<file path="src/hw/rtl/assert_macros.svh">
`ifndef ASSERT_MACROS_SVH
`define ASSERT_MACROS_SVH

// same-cycle implication, disabled in reset
`define ASSERT_IMPL(label, ante, cons) \
  label: assert property (@(posedge clk) disable iff (!rst_n) (ante) |-> (cons)) \
    else $error("assertion failed");

// next-cycle implication, disabled in reset
`define ASSERT_NEXT(label, ante, cons) \
  label: assert property (@(posedge clk) disable iff (!rst_n) (ante) |=> (cons)) \
    else $error("assertion failed");

`endif

</file>
<file path="src/hw/rtl/sues_pkg.sv">
package sues_pkg;

  localparam int QDEPTH = 2;
  localparam int QAW    = $clog2(QDEPTH);
  localparam int QCW    = $clog2(QDEPTH + 1);

  typedef struct packed {
    logic [15:0] code_unit;
    logic        last_unit;
  } in_word_t;

  typedef struct packed {
    logic [7:0] out_byte;
    logic       last_of_run;
  } out_word_t;

  typedef struct packed {
    logic        pre_open;
    logic        pre_close;
    logic        is_ascii;
    logic        post_close;
    logic [15:0] unit;
  } job_t;

  typedef enum logic [2:0] {
    ST_PRE  = 3'b001,
    ST_BODY = 3'b010,
    ST_POST = 3'b100
  } phase_t;

  localparam logic [7:0] CH_BSLASH = 8'h5C;
  localparam logic [7:0] CH_X      = 8'h58;
  localparam logic [7:0] CH_OPEN   = 8'h32;
  localparam logic [7:0] CH_CLOSE  = 8'h30;

  function automatic logic [7:0] hex_char(input logic [3:0] nib);
    logic [7:0] r;
    if (nib < 4'd10) begin
      r = 8'h30 + {4'd0, nib};
    end else begin
      r = 8'h37 + {4'd0, nib};
    end
    return r;
  endfunction

  function automatic logic [7:0] tag_byte(input logic [1:0] idx, input logic [7:0] kind);
    logic [7:0] r;
    unique case (idx)
      2'd0: r = CH_BSLASH;
      2'd1: r = CH_X;
      2'd2: r = kind;
      2'd3: r = CH_BSLASH;
      default: r = CH_BSLASH;
    endcase
    return r;
  endfunction

endpackage

</file>
<file path="src/hw/rtl/sues_front.sv">
`include "assert_macros.svh"

module sues_front (
  input  logic              clk,
  input  logic              rst_n,
  input  logic              acc,
  input  sues_pkg::in_word_t in_data,
  output sues_pkg::job_t    job
);
  import sues_pkg::*;

  logic esc_r, esc_nxt;
  logic ascii;

  always_comb begin
    ascii          = (in_data.code_unit[15:7] == 9'd0) && (in_data.code_unit[6:0] != 7'd0);
    job.pre_close  = ascii & esc_r;
    job.pre_open   = ~ascii & ~esc_r;
    job.is_ascii   = ascii;
    job.post_close = in_data.last_unit & ~ascii;
    job.unit       = in_data.code_unit;
    esc_nxt        = esc_r;
    if (acc) begin
      esc_nxt = ~ascii & ~in_data.last_unit;
    end
  end

  always_ff @(posedge clk) begin
    if (!rst_n) begin
      esc_r <= 1'b0;
    end else begin
      esc_r <= esc_nxt;
    end
  end

  `ASSERT_NEXT(a_last_closes, acc && in_data.last_unit, !esc_r)
  `ASSERT_IMPL(a_open_xor_close, acc, !(job.pre_open && job.pre_close))

endmodule

</file>
<file path="src/hw/rtl/sues_fifo.sv">
`include "assert_macros.svh"

module sues_fifo (
  input  logic          clk,
  input  logic          rst_n,
  input  logic          push,
  input  sues_pkg::job_t wdata,
  output logic          full,
  input  logic          pop,
  output logic          empty,
  output sues_pkg::job_t rdata
);
  import sues_pkg::*;

  job_t           mem_r [QDEPTH];
  logic [QAW-1:0] wp_r, wp_nxt, rp_r, rp_nxt;
  logic [QCW-1:0] cnt_r, cnt_nxt;
  logic           do_push, do_pop;

  assign full    = (cnt_r == QCW'(QDEPTH));
  assign empty   = (cnt_r == '0);
  assign rdata   = mem_r[rp_r];
  assign do_push = push & ~full;
  assign do_pop  = pop & ~empty;

  always_comb begin
    wp_nxt  = do_push ? ((wp_r == QAW'(QDEPTH - 1)) ? '0 : wp_r + 1'b1) : wp_r;
    rp_nxt  = do_pop  ? ((rp_r == QAW'(QDEPTH - 1)) ? '0 : rp_r + 1'b1) : rp_r;
    cnt_nxt = cnt_r + QCW'(do_push) - QCW'(do_pop);
  end

  always_ff @(posedge clk) begin
    if (!rst_n) begin
      wp_r  <= '0;
      rp_r  <= '0;
      cnt_r <= '0;
    end else begin
      wp_r  <= wp_nxt;
      rp_r  <= rp_nxt;
      cnt_r <= cnt_nxt;
    end
  end

  always_ff @(posedge clk) begin
    if (do_push) begin
      mem_r[wp_r] <= wdata;
    end
  end

  `ASSERT_IMPL(a_cnt_bound, 1'b1, cnt_r <= QCW'(QDEPTH))
  `ASSERT_IMPL(a_ptr_match, (cnt_r == '0) || (cnt_r == QCW'(QDEPTH)), wp_r == rp_r)

endmodule

</file>
<file path="src/hw/rtl/sues_back.sv">
`include "assert_macros.svh"

module sues_back (
  input  logic               clk,
  input  logic               rst_n,
  input  logic               job_empty,
  input  sues_pkg::job_t     job,
  output logic               job_pop,
  output logic               out_empty,
  input  logic               out_pop,
  output sues_pkg::out_word_t out_data
);
  import sues_pkg::*;

  phase_t     phase_r, phase_nxt, eff;
  logic [1:0] cnt_r, cnt_nxt;
  out_word_t  data_r, data_nxt;
  logic       vld_r, vld_nxt;
  logic       ld, seg_end, job_done;
  logic [7:0] byt;
  logic [3:0] nib;

  assign ld = ~job_empty & (~vld_r | out_pop);

  always_comb begin
    eff = phase_r;
    if (phase_r == ST_PRE && !(job.pre_open || job.pre_close)) begin
      eff = ST_BODY;
    end
    unique case (cnt_r)
      2'd0: nib = job.unit[15:12];
      2'd1: nib = job.unit[11:8];
      2'd2: nib = job.unit[7:4];
      2'd3: nib = job.unit[3:0];
      default: nib = job.unit[3:0];
    endcase
    byt      = CH_BSLASH;
    seg_end  = 1'b0;
    job_done = 1'b0;
    unique case (eff)
      ST_PRE: begin
        byt     = tag_byte(cnt_r, job.pre_open ? CH_OPEN : CH_CLOSE);
        seg_end = (cnt_r == 2'd3);
      end
      ST_BODY: begin
        byt      = job.is_ascii ? job.unit[7:0] : hex_char(nib);
        seg_end  = job.is_ascii | (cnt_r == 2'd3);
        job_done = seg_end & ~job.post_close;
      end
      ST_POST: begin
        byt      = tag_byte(cnt_r, CH_CLOSE);
        seg_end  = (cnt_r == 2'd3);
        job_done = seg_end;
      end
      default: begin
        byt = CH_BSLASH;
      end
    endcase
  end

  always_comb begin
    phase_nxt = phase_r;
    cnt_nxt   = cnt_r;
    data_nxt  = data_r;
    vld_nxt   = vld_r & ~out_pop;
    job_pop   = 1'b0;
    if (ld) begin
      data_nxt.out_byte    = byt;
      data_nxt.last_of_run = job_done;
      vld_nxt              = 1'b1;
      if (seg_end) begin
        cnt_nxt = 2'd0;
        if (job_done) begin
          phase_nxt = ST_PRE;
          job_pop   = 1'b1;
        end else if (eff == ST_PRE) begin
          phase_nxt = ST_BODY;
        end else begin
          phase_nxt = ST_POST;
        end
      end else begin
        cnt_nxt   = cnt_r + 2'd1;
        phase_nxt = eff;
      end
    end
  end

  always_ff @(posedge clk) begin
    if (!rst_n) begin
      phase_r <= ST_PRE;
      cnt_r   <= 2'd0;
      vld_r   <= 1'b0;
    end else begin
      phase_r <= phase_nxt;
      cnt_r   <= cnt_nxt;
      vld_r   <= vld_nxt;
    end
  end

  always_ff @(posedge clk) begin
    data_r <= data_nxt;
  end

  assign out_empty = ~vld_r;
  assign out_data  = data_r;

  `ASSERT_NEXT(a_done_rewinds, ld && job_done, phase_r == ST_PRE && cnt_r == 2'd0)
  `ASSERT_IMPL(a_pop_on_done, job_pop, ld && job_done)

endmodule

</file>
<file path="src/hw/rtl/step_unicode_string_escaper_top.sv">
// An accepted item goes into the job queue, then its first byte into the output byte
// register. Throughput: one byte per cycle while out_pop is high and jobs are queued;
// an item yields 1 to 12 bytes, set by the back-end byte sequencer.
// A two-entry job queue lets the front keep accepting while bytes drain.
// Reset (synchronous, rst_n low): escape flag cleared, queue and sequencer emptied.
module step_unicode_string_escaper_top (
  input  logic                clk,
  input  logic                rst_n,
  input  logic                in_push,
  output logic                in_full,
  input  sues_pkg::in_word_t  in_data,
  output logic                out_empty,
  input  logic                out_pop,
  output sues_pkg::out_word_t out_data
);
  import sues_pkg::*;

  job_t f_job, q_job;
  logic acc, q_empty, q_pop;

  assign acc = in_push & ~in_full;

  sues_front u_front (
    .clk     (clk),
    .rst_n   (rst_n),
    .acc     (acc),
    .in_data (in_data),
    .job     (f_job)
  );

  sues_fifo u_fifo (
    .clk   (clk),
    .rst_n (rst_n),
    .push  (in_push),
    .wdata (f_job),
    .full  (in_full),
    .pop   (q_pop),
    .empty (q_empty),
    .rdata (q_job)
  );

  sues_back u_back (
    .clk       (clk),
    .rst_n     (rst_n),
    .job_empty (q_empty),
    .job       (q_job),
    .job_pop   (q_pop),
    .out_empty (out_empty),
    .out_pop   (out_pop),
    .out_data  (out_data)
  );

endmodule
</file>
<file path="config.mk">
export PLATFORM = sky130hd
export DESIGN_NAME = step_unicode_string_escaper_top
export DESIGN_NICKNAME = d
export VERILOG_FILES = /design/src/hw/rtl/sues_pkg.sv /design/src/hw/rtl/sues_front.sv /design/src/hw/rtl/sues_fifo.sv /design/src/hw/rtl/sues_back.sv /design/src/hw/rtl/step_unicode_string_escaper_top.sv
export VERILOG_INCLUDE_DIRS = /design/src /design/src/hw/rtl
export SDC_FILE = /design/constraint.sdc
export NUM_CORES = 1
export LEC_CHECK = 0
export BUFFER_PORTS_ARGS = -buffer_cell sky130_fd_sc_hd__buf_2
export CAP_MARGIN = 20
export CELL_PAD_IN_SITES_DETAIL_PLACEMENT = 0
export CELL_PAD_IN_SITES_GLOBAL_PLACEMENT = 1
export CORE_AREA = 5 5 96 98
export DETAILED_ROUTE_END_ITERATION = 8
export DIE_AREA = 0 0 101 103
export GPL_TIMING_DRIVEN = 0
export PLACE_DENSITY = 0.67
export SYNTH_ARGS = -nofsm -noshare
export SYNTH_HDL_FRONTEND = slang
export SYNTH_HIERARCHICAL = 1
export SYNTH_SLANG_ARGS = --single-unit
export TNS_END_PERCENT = 1
</file>
<file path="constraint.sdc">
create_clock -name clk -period 3.3 [get_ports clk]
set_input_delay 0.66 -clock clk [delete_from_list [all_inputs] [get_ports clk]]
set_output_delay 0.66 -clock clk [all_outputs]
set_load 0.005 [all_outputs]
</file>
# ---- Word level (Yosys, flattened, before mapping)
# Memories as Yosys holds them, arrays and structs flattened. A register that Yosys moved wholly into a read port is not among the register bits.
# Index checks and enable logic that the tools add are counted.
dict set report word_totals {
  ramBits 40
  n_memories 1
  out_inout_bits 11
  input_bits 21
  register_bits 20
  romBits 0
  elab_cells 79
  latch_bits 0
}
dict set report classes {
  n_eq_ne 8
  muxes 24
  n_div 0
  bitwise 19
  shift 0
  reduce_logical 10
  n_addsub 7
  multipliers 0
  magnitude_cmp 1
}
# memory words word_bits rd rd_clocked_by_memory_dff write_ports line_no
set mem_list {}
lappend mem_list {u_fifo.mem_r 2 20 1 1 1 sues_fifo.sv:15} ;# job_t mem_r [QDEPTH];
# cell count
set ops {}
lappend ops {{$pmux W8 S3} 3}
lappend ops {{$mux W8} 2}
lappend ops {{$pmux W4 S4} 1}
lappend ops {{$add A6 B4 Y7 const A} 2}
lappend ops {{$mux W3} 4}
lappend ops {{$mux W1} 10}
lappend ops {{$and A1 B1 Y1} 9}
lappend ops {{$logic_not A9 Y1} 1}
lappend ops {{$not A1 Y1} 8}
lappend ops {{$reduce_bool A7 Y1} 1}
lappend ops {{$eq A2 B2 Y1 const B} 3}
lappend ops {{$eq A3 B1 Y1 const B} 2}
lappend ops {{$logic_not A2 Y1} 2}
lappend ops {{$lt A4 B4 Y1 const B} 1}
lappend ops {{$mux W2} 2}
lappend ops {{$pmux W1 S2} 2}
lappend ops {{$reduce_or A2 Y1} 2}
lappend ops {{$eq A3 B2 Y1 const B} 1}
lappend ops {{$eq A3 B3 Y1 const B} 1}
lappend ops {{$add A1 B1 Y1 const B} 2}
lappend ops {{$add A2 B1 Y2} 1}
lappend ops {{$add A2 B1 Y2 const B} 1}
lappend ops {{$eq A2 B1 Y1 const B} 1}
lappend ops {{$logic_and A1 B1 Y1} 2}
lappend ops {{other kinds (4)} 5}

# ---- Logic depth before layout (Yosys ltp)
dict set report logic_depth {
  depth_word 12
  mapped_depth 13
  ltp_nobuf 12
}

# ---- Hierarchy
# The synthesis kept the hierarchy.
# module area_each_um2 cells_each seq_area_each_um2 instances
set by_module_without_submodules {}
lappend by_module_without_submodules {sues_fifo 1677.9 89 1301.2 1}
lappend by_module_without_submodules {sues_back 1232.4 133 390.4 1}
lappend by_module_without_submodules {sues_front 247.7 31 20.0 1}
lappend by_module_without_submodules {step_unicode_string_escaper_top 13.8 1 0.0 1}

# ---- Least setup slack after synthesis
# No wires, ideal clock.
dict set report synth_timing {
  kind {register to register}
  from {register with a tool-made name}
  to {register u_fifo.cnt_r[1]}
  n_path_buf 1
  period_less_slack_ns 2.638
  setup_time_ns 0.078
  t_required_ns 3.222
  slack_ns 0.662
  path_stages_with_launch 14
  arrival_time_ns 2.560
  path_cell_list {dfxtp_1 -> buf_4 -> mux2_2 -> and4bb_1 -> a31oi_2 -> a21o_1 -> nor2_1 -> o21a_2 -> ha_1 -> inv_1 -> ha_1 -> xor2_1 -> and2_2 -> nor3_1}
}
# element line_no
set synth_lines {}
lappend synth_lines {{end signal, assigned} sues_fifo.sv:40} ;# cnt_r <= cnt_nxt;
lappend synth_lines {{end, declared} sues_fifo.sv:17} ;# logic [QCW-1:0] cnt_r, cnt_nxt;

==> flow_summary.ini <==
[setup_path]
end_kind = flop
start_kind = flop
path_cells = buf_4, mux2_2, and4bb_1, a31oi_2, a21o_1, nor2_1, o21a_2, ha_1, inv_1, ha_1, xor2_1, and2_2, nor3_1
cp_data_required_time_ns = 3.58
max_stage_delay_ns = 0.44
path_max_fanout = 10
path_class = flop to flop
slowest_stage = mux2_2
cp_common_cell = ha_1
reg2reg_slack_ns = 0.35
crit_arrival_ns = 3.22

[place]
portBuffers = 31
placed_area_sq_um = 3480
gp_congestion = 0.826
hpwlAfterDp_mm = 4.41

[timing]
fin_tns_setup_ns = 0
timing.final.crit_share_pct = 89.3
slew_viol_final = 0
fmax_mhz = 339
rsz0062_at_grt = no
worstMarginPinSlew_ns = 0.972
finalCriticalPeriod_ns = 2.95
hold_viol = 0
setup_viol = 0
slew_headroom_pct = 35.2
finClkSkew_ns = 0.00839

[yosys]
synth-async-reset-ratio_pct = 0
synth.top_cells.by_count = 49 x edfxtp_1, 21 x mux2_2, 20 x buf_4
syn_area_per_cell_sq_um = 12.5
synth_nets = 283
synth_edf_count = 49
synth_area_sq_um = 3170
synth_top_cell_area_share_pct = 46.4
ys_warn_count = 6
synth-seq-cells = 61
synth.area.top_cells = edfxtp_1 46%, dfxtp_1 7.6%, mux2_2 7.5%
synth_cell_type_count = 60
netlist_instances = 254
ys_seq_area_share_pct = 54.0
synth.largest_area_cell = edfxtp_1
synth_ff_type = edfxtp_1
synth.most_common_cell = edfxtp_1

[power_and_ir_drop]
p_clk_share_pct = 34.8
p_leak_nw = 1.39
powerDensity_nw_per_um2 = 518
ir_worst_vdd_uv = 211
p_seq_share_pct = 48.5
p_sw_share_pct = 26.8
combPwrFrac_pct = 16.7
p_int_mw = 1.39
switchingPower_mw = 0.510

[global_route]
antenna_found_initial = 0
grt_max_degree = 21
grt_use_met2_pct = 20.3
overflow = 0
grt_pass1_wl_mm = 9.85
groute.layer.met1.usage_pct = 15.7
grt_util_met3_pct = 2.50
top_usage_layer = met2
grtUsageTotal_pct = 12.5
grt_pass1_vias = 2044

[layout]
fin_nets = 326
antenna_cells = 0
fin_area_sq_um = 3680
final.fill_count = 774
layout-drive-gt1-share_pct = 36.4
area_delta_synth_final_pct = 16.0

[clocking]
clockRootBuffer = clkbuf_8
h-tree-depth = 3
cts_setup_buffers = 0
clk_pin_slew_ns = 0.07
ctsResizeCount = 0
clockBufferDepth = 2
clock-sinks = 61
numCtsBuffers = 9
clock_latency_ns = 0.35
postCtsHoldBufs = 0
cts_tree = done

[die]
die_w_um = 101
start_util_pct = 37.8
die_h_um = 103
dieArea_sq_um = 10400
ios = 32
coreArea_sq_um = 8380
fp-row-count = 34

[routing]
viasPerCell = 4.99
drc = 0
routed_wl_mm = 5.90
drt_iter0_drc = 87
ant_nets = 0
num_vias = 2047
wl_per_cell_um = 14.4
first_pass_iters = 4

[hold_path]
hp-start = u_fifo/wp_r
hp-class = flop to flop

[flow_run]
cap_violations = 0

[status]
status = finished, final reports clean
power by group through the flow:
| stage | clock (mW) | sequential [mW] | combinational, mW |
|---|---|---|---|
| after floorplan | 0 | 0.939 | 0.224 |
| after global placement | 0 | 0.939 | 0.313 |
| after detailed placement | 0 | 0.941 | 0.321 |
| after CTS | 0.683 | 0.924 | 0.323 |
| after global routing | 0.713 | 0.930 | 0.359 |
| final | 0.663 | 0.923 | 0.319 |
final cells by class:
| cell class | count | area (sq um) | share of cell area (%) |
|---|---|---|---|
| Sequential cell | 61 | 1710 | 46.5 |
| Multi-Input combinational cell | 150 | 1220 | 33.1 |
| Buffer | 25 | 179 | 4.86 |
| Timing Repair Buffer | 32 | 170 | 4.63 |
| Tap cell | 108 | 135 | 3.67 |
| Clock buffer | 9 | 124 | 3.37 |
| Clock inverter | 7 | 75.1 | 2.04 |
| Inverter | 18 | 67.6 | 1.84 |
worst max-delay path, delay by kind of cell, from the launching register on:
| kind | cells | cell delay, ns |
|---|---|---|
| AO/OA/AOI/OAI | 3 | 0.70 |
| AND/OR/NAND/NOR | 4 | 0.58 |
| adder cells (fa/ha/maj) | 2 | 0.44 |
| multiplexers | 1 | 0.44 |
| flip-flops | 1 | 0.34 |
| buffers and inverters | 2 | 0.22 |
| XOR/XNOR | 1 | 0.14 |
worst paths after layout:
check	endpoint	depth (start not counted)
max	u_fifo/cnt_r[1]	13
max reg2reg	u_fifo/cnt_r[1]	13
min reg2reg	u_fifo/wp_r	2
min	u_fifo/wp_r	2
registers in the layout (all words and copies together) (netlist names), named ones only:
register,cells
u_fifo/mem_r,40
u_back/out_data,9
u_back/phase_r,3
u_back/cnt_r,2
u_fifo/cnt_r,2
u_back/vld_r,1
u_fifo/rp_r,1
u_fifo/wp_r,1
u_front/esc_r,1
cells in the final DEF, fill, tap and decap left out, drive strengths merged, types with 10 or more instances in the layout:
cell type  synthesis  final
dfxtp             12     12
clkbuf             2     11
inv               18     19
nand2             11     11
edfxtp            49     49
mux2              21     21
nor2              10     10
a21oi             10     10
buf               23     55
routing by layer:
metal  share of wire [%]  wire length (um)
met5                   0                 0
met1                  47              2750
met2                  48              2810
met3                 3.3               193
met4                 2.4               142
per-stage QoR:
stage	util, %	worst slack (ns)	cells	hold WS (ns)	power [mW]
after floorplan	-	0.662	254	0.455	1.16
after global placement	41.3	0.357	393	0.467	1.25
after detailed placement	41.5	0.333	394	0.496	1.26
after CTS	43.9	0.308	410	0.485	1.93
after global routing	43.9	0.170	410	0.496	2.00
final	43.9	0.352	410	0.499	1.90
cells by family (layout without fill, tap and decap cells):
family,Yosys count,count (layout),share of synthesized area (%)
AND/OR/NAND/NOR,65,65,13.5
flip-flops,61,61,54.0
AO/OA/AOI/OAI,51,51,12.7
buffers and inverters,43,91,7.77
multiplexers,23,23,8.09
adder cells (fa/ha/maj),8,8,3.16
XOR/XNOR,3,3,0.829
No activity file was read; power rests on OpenSTA's default activity.
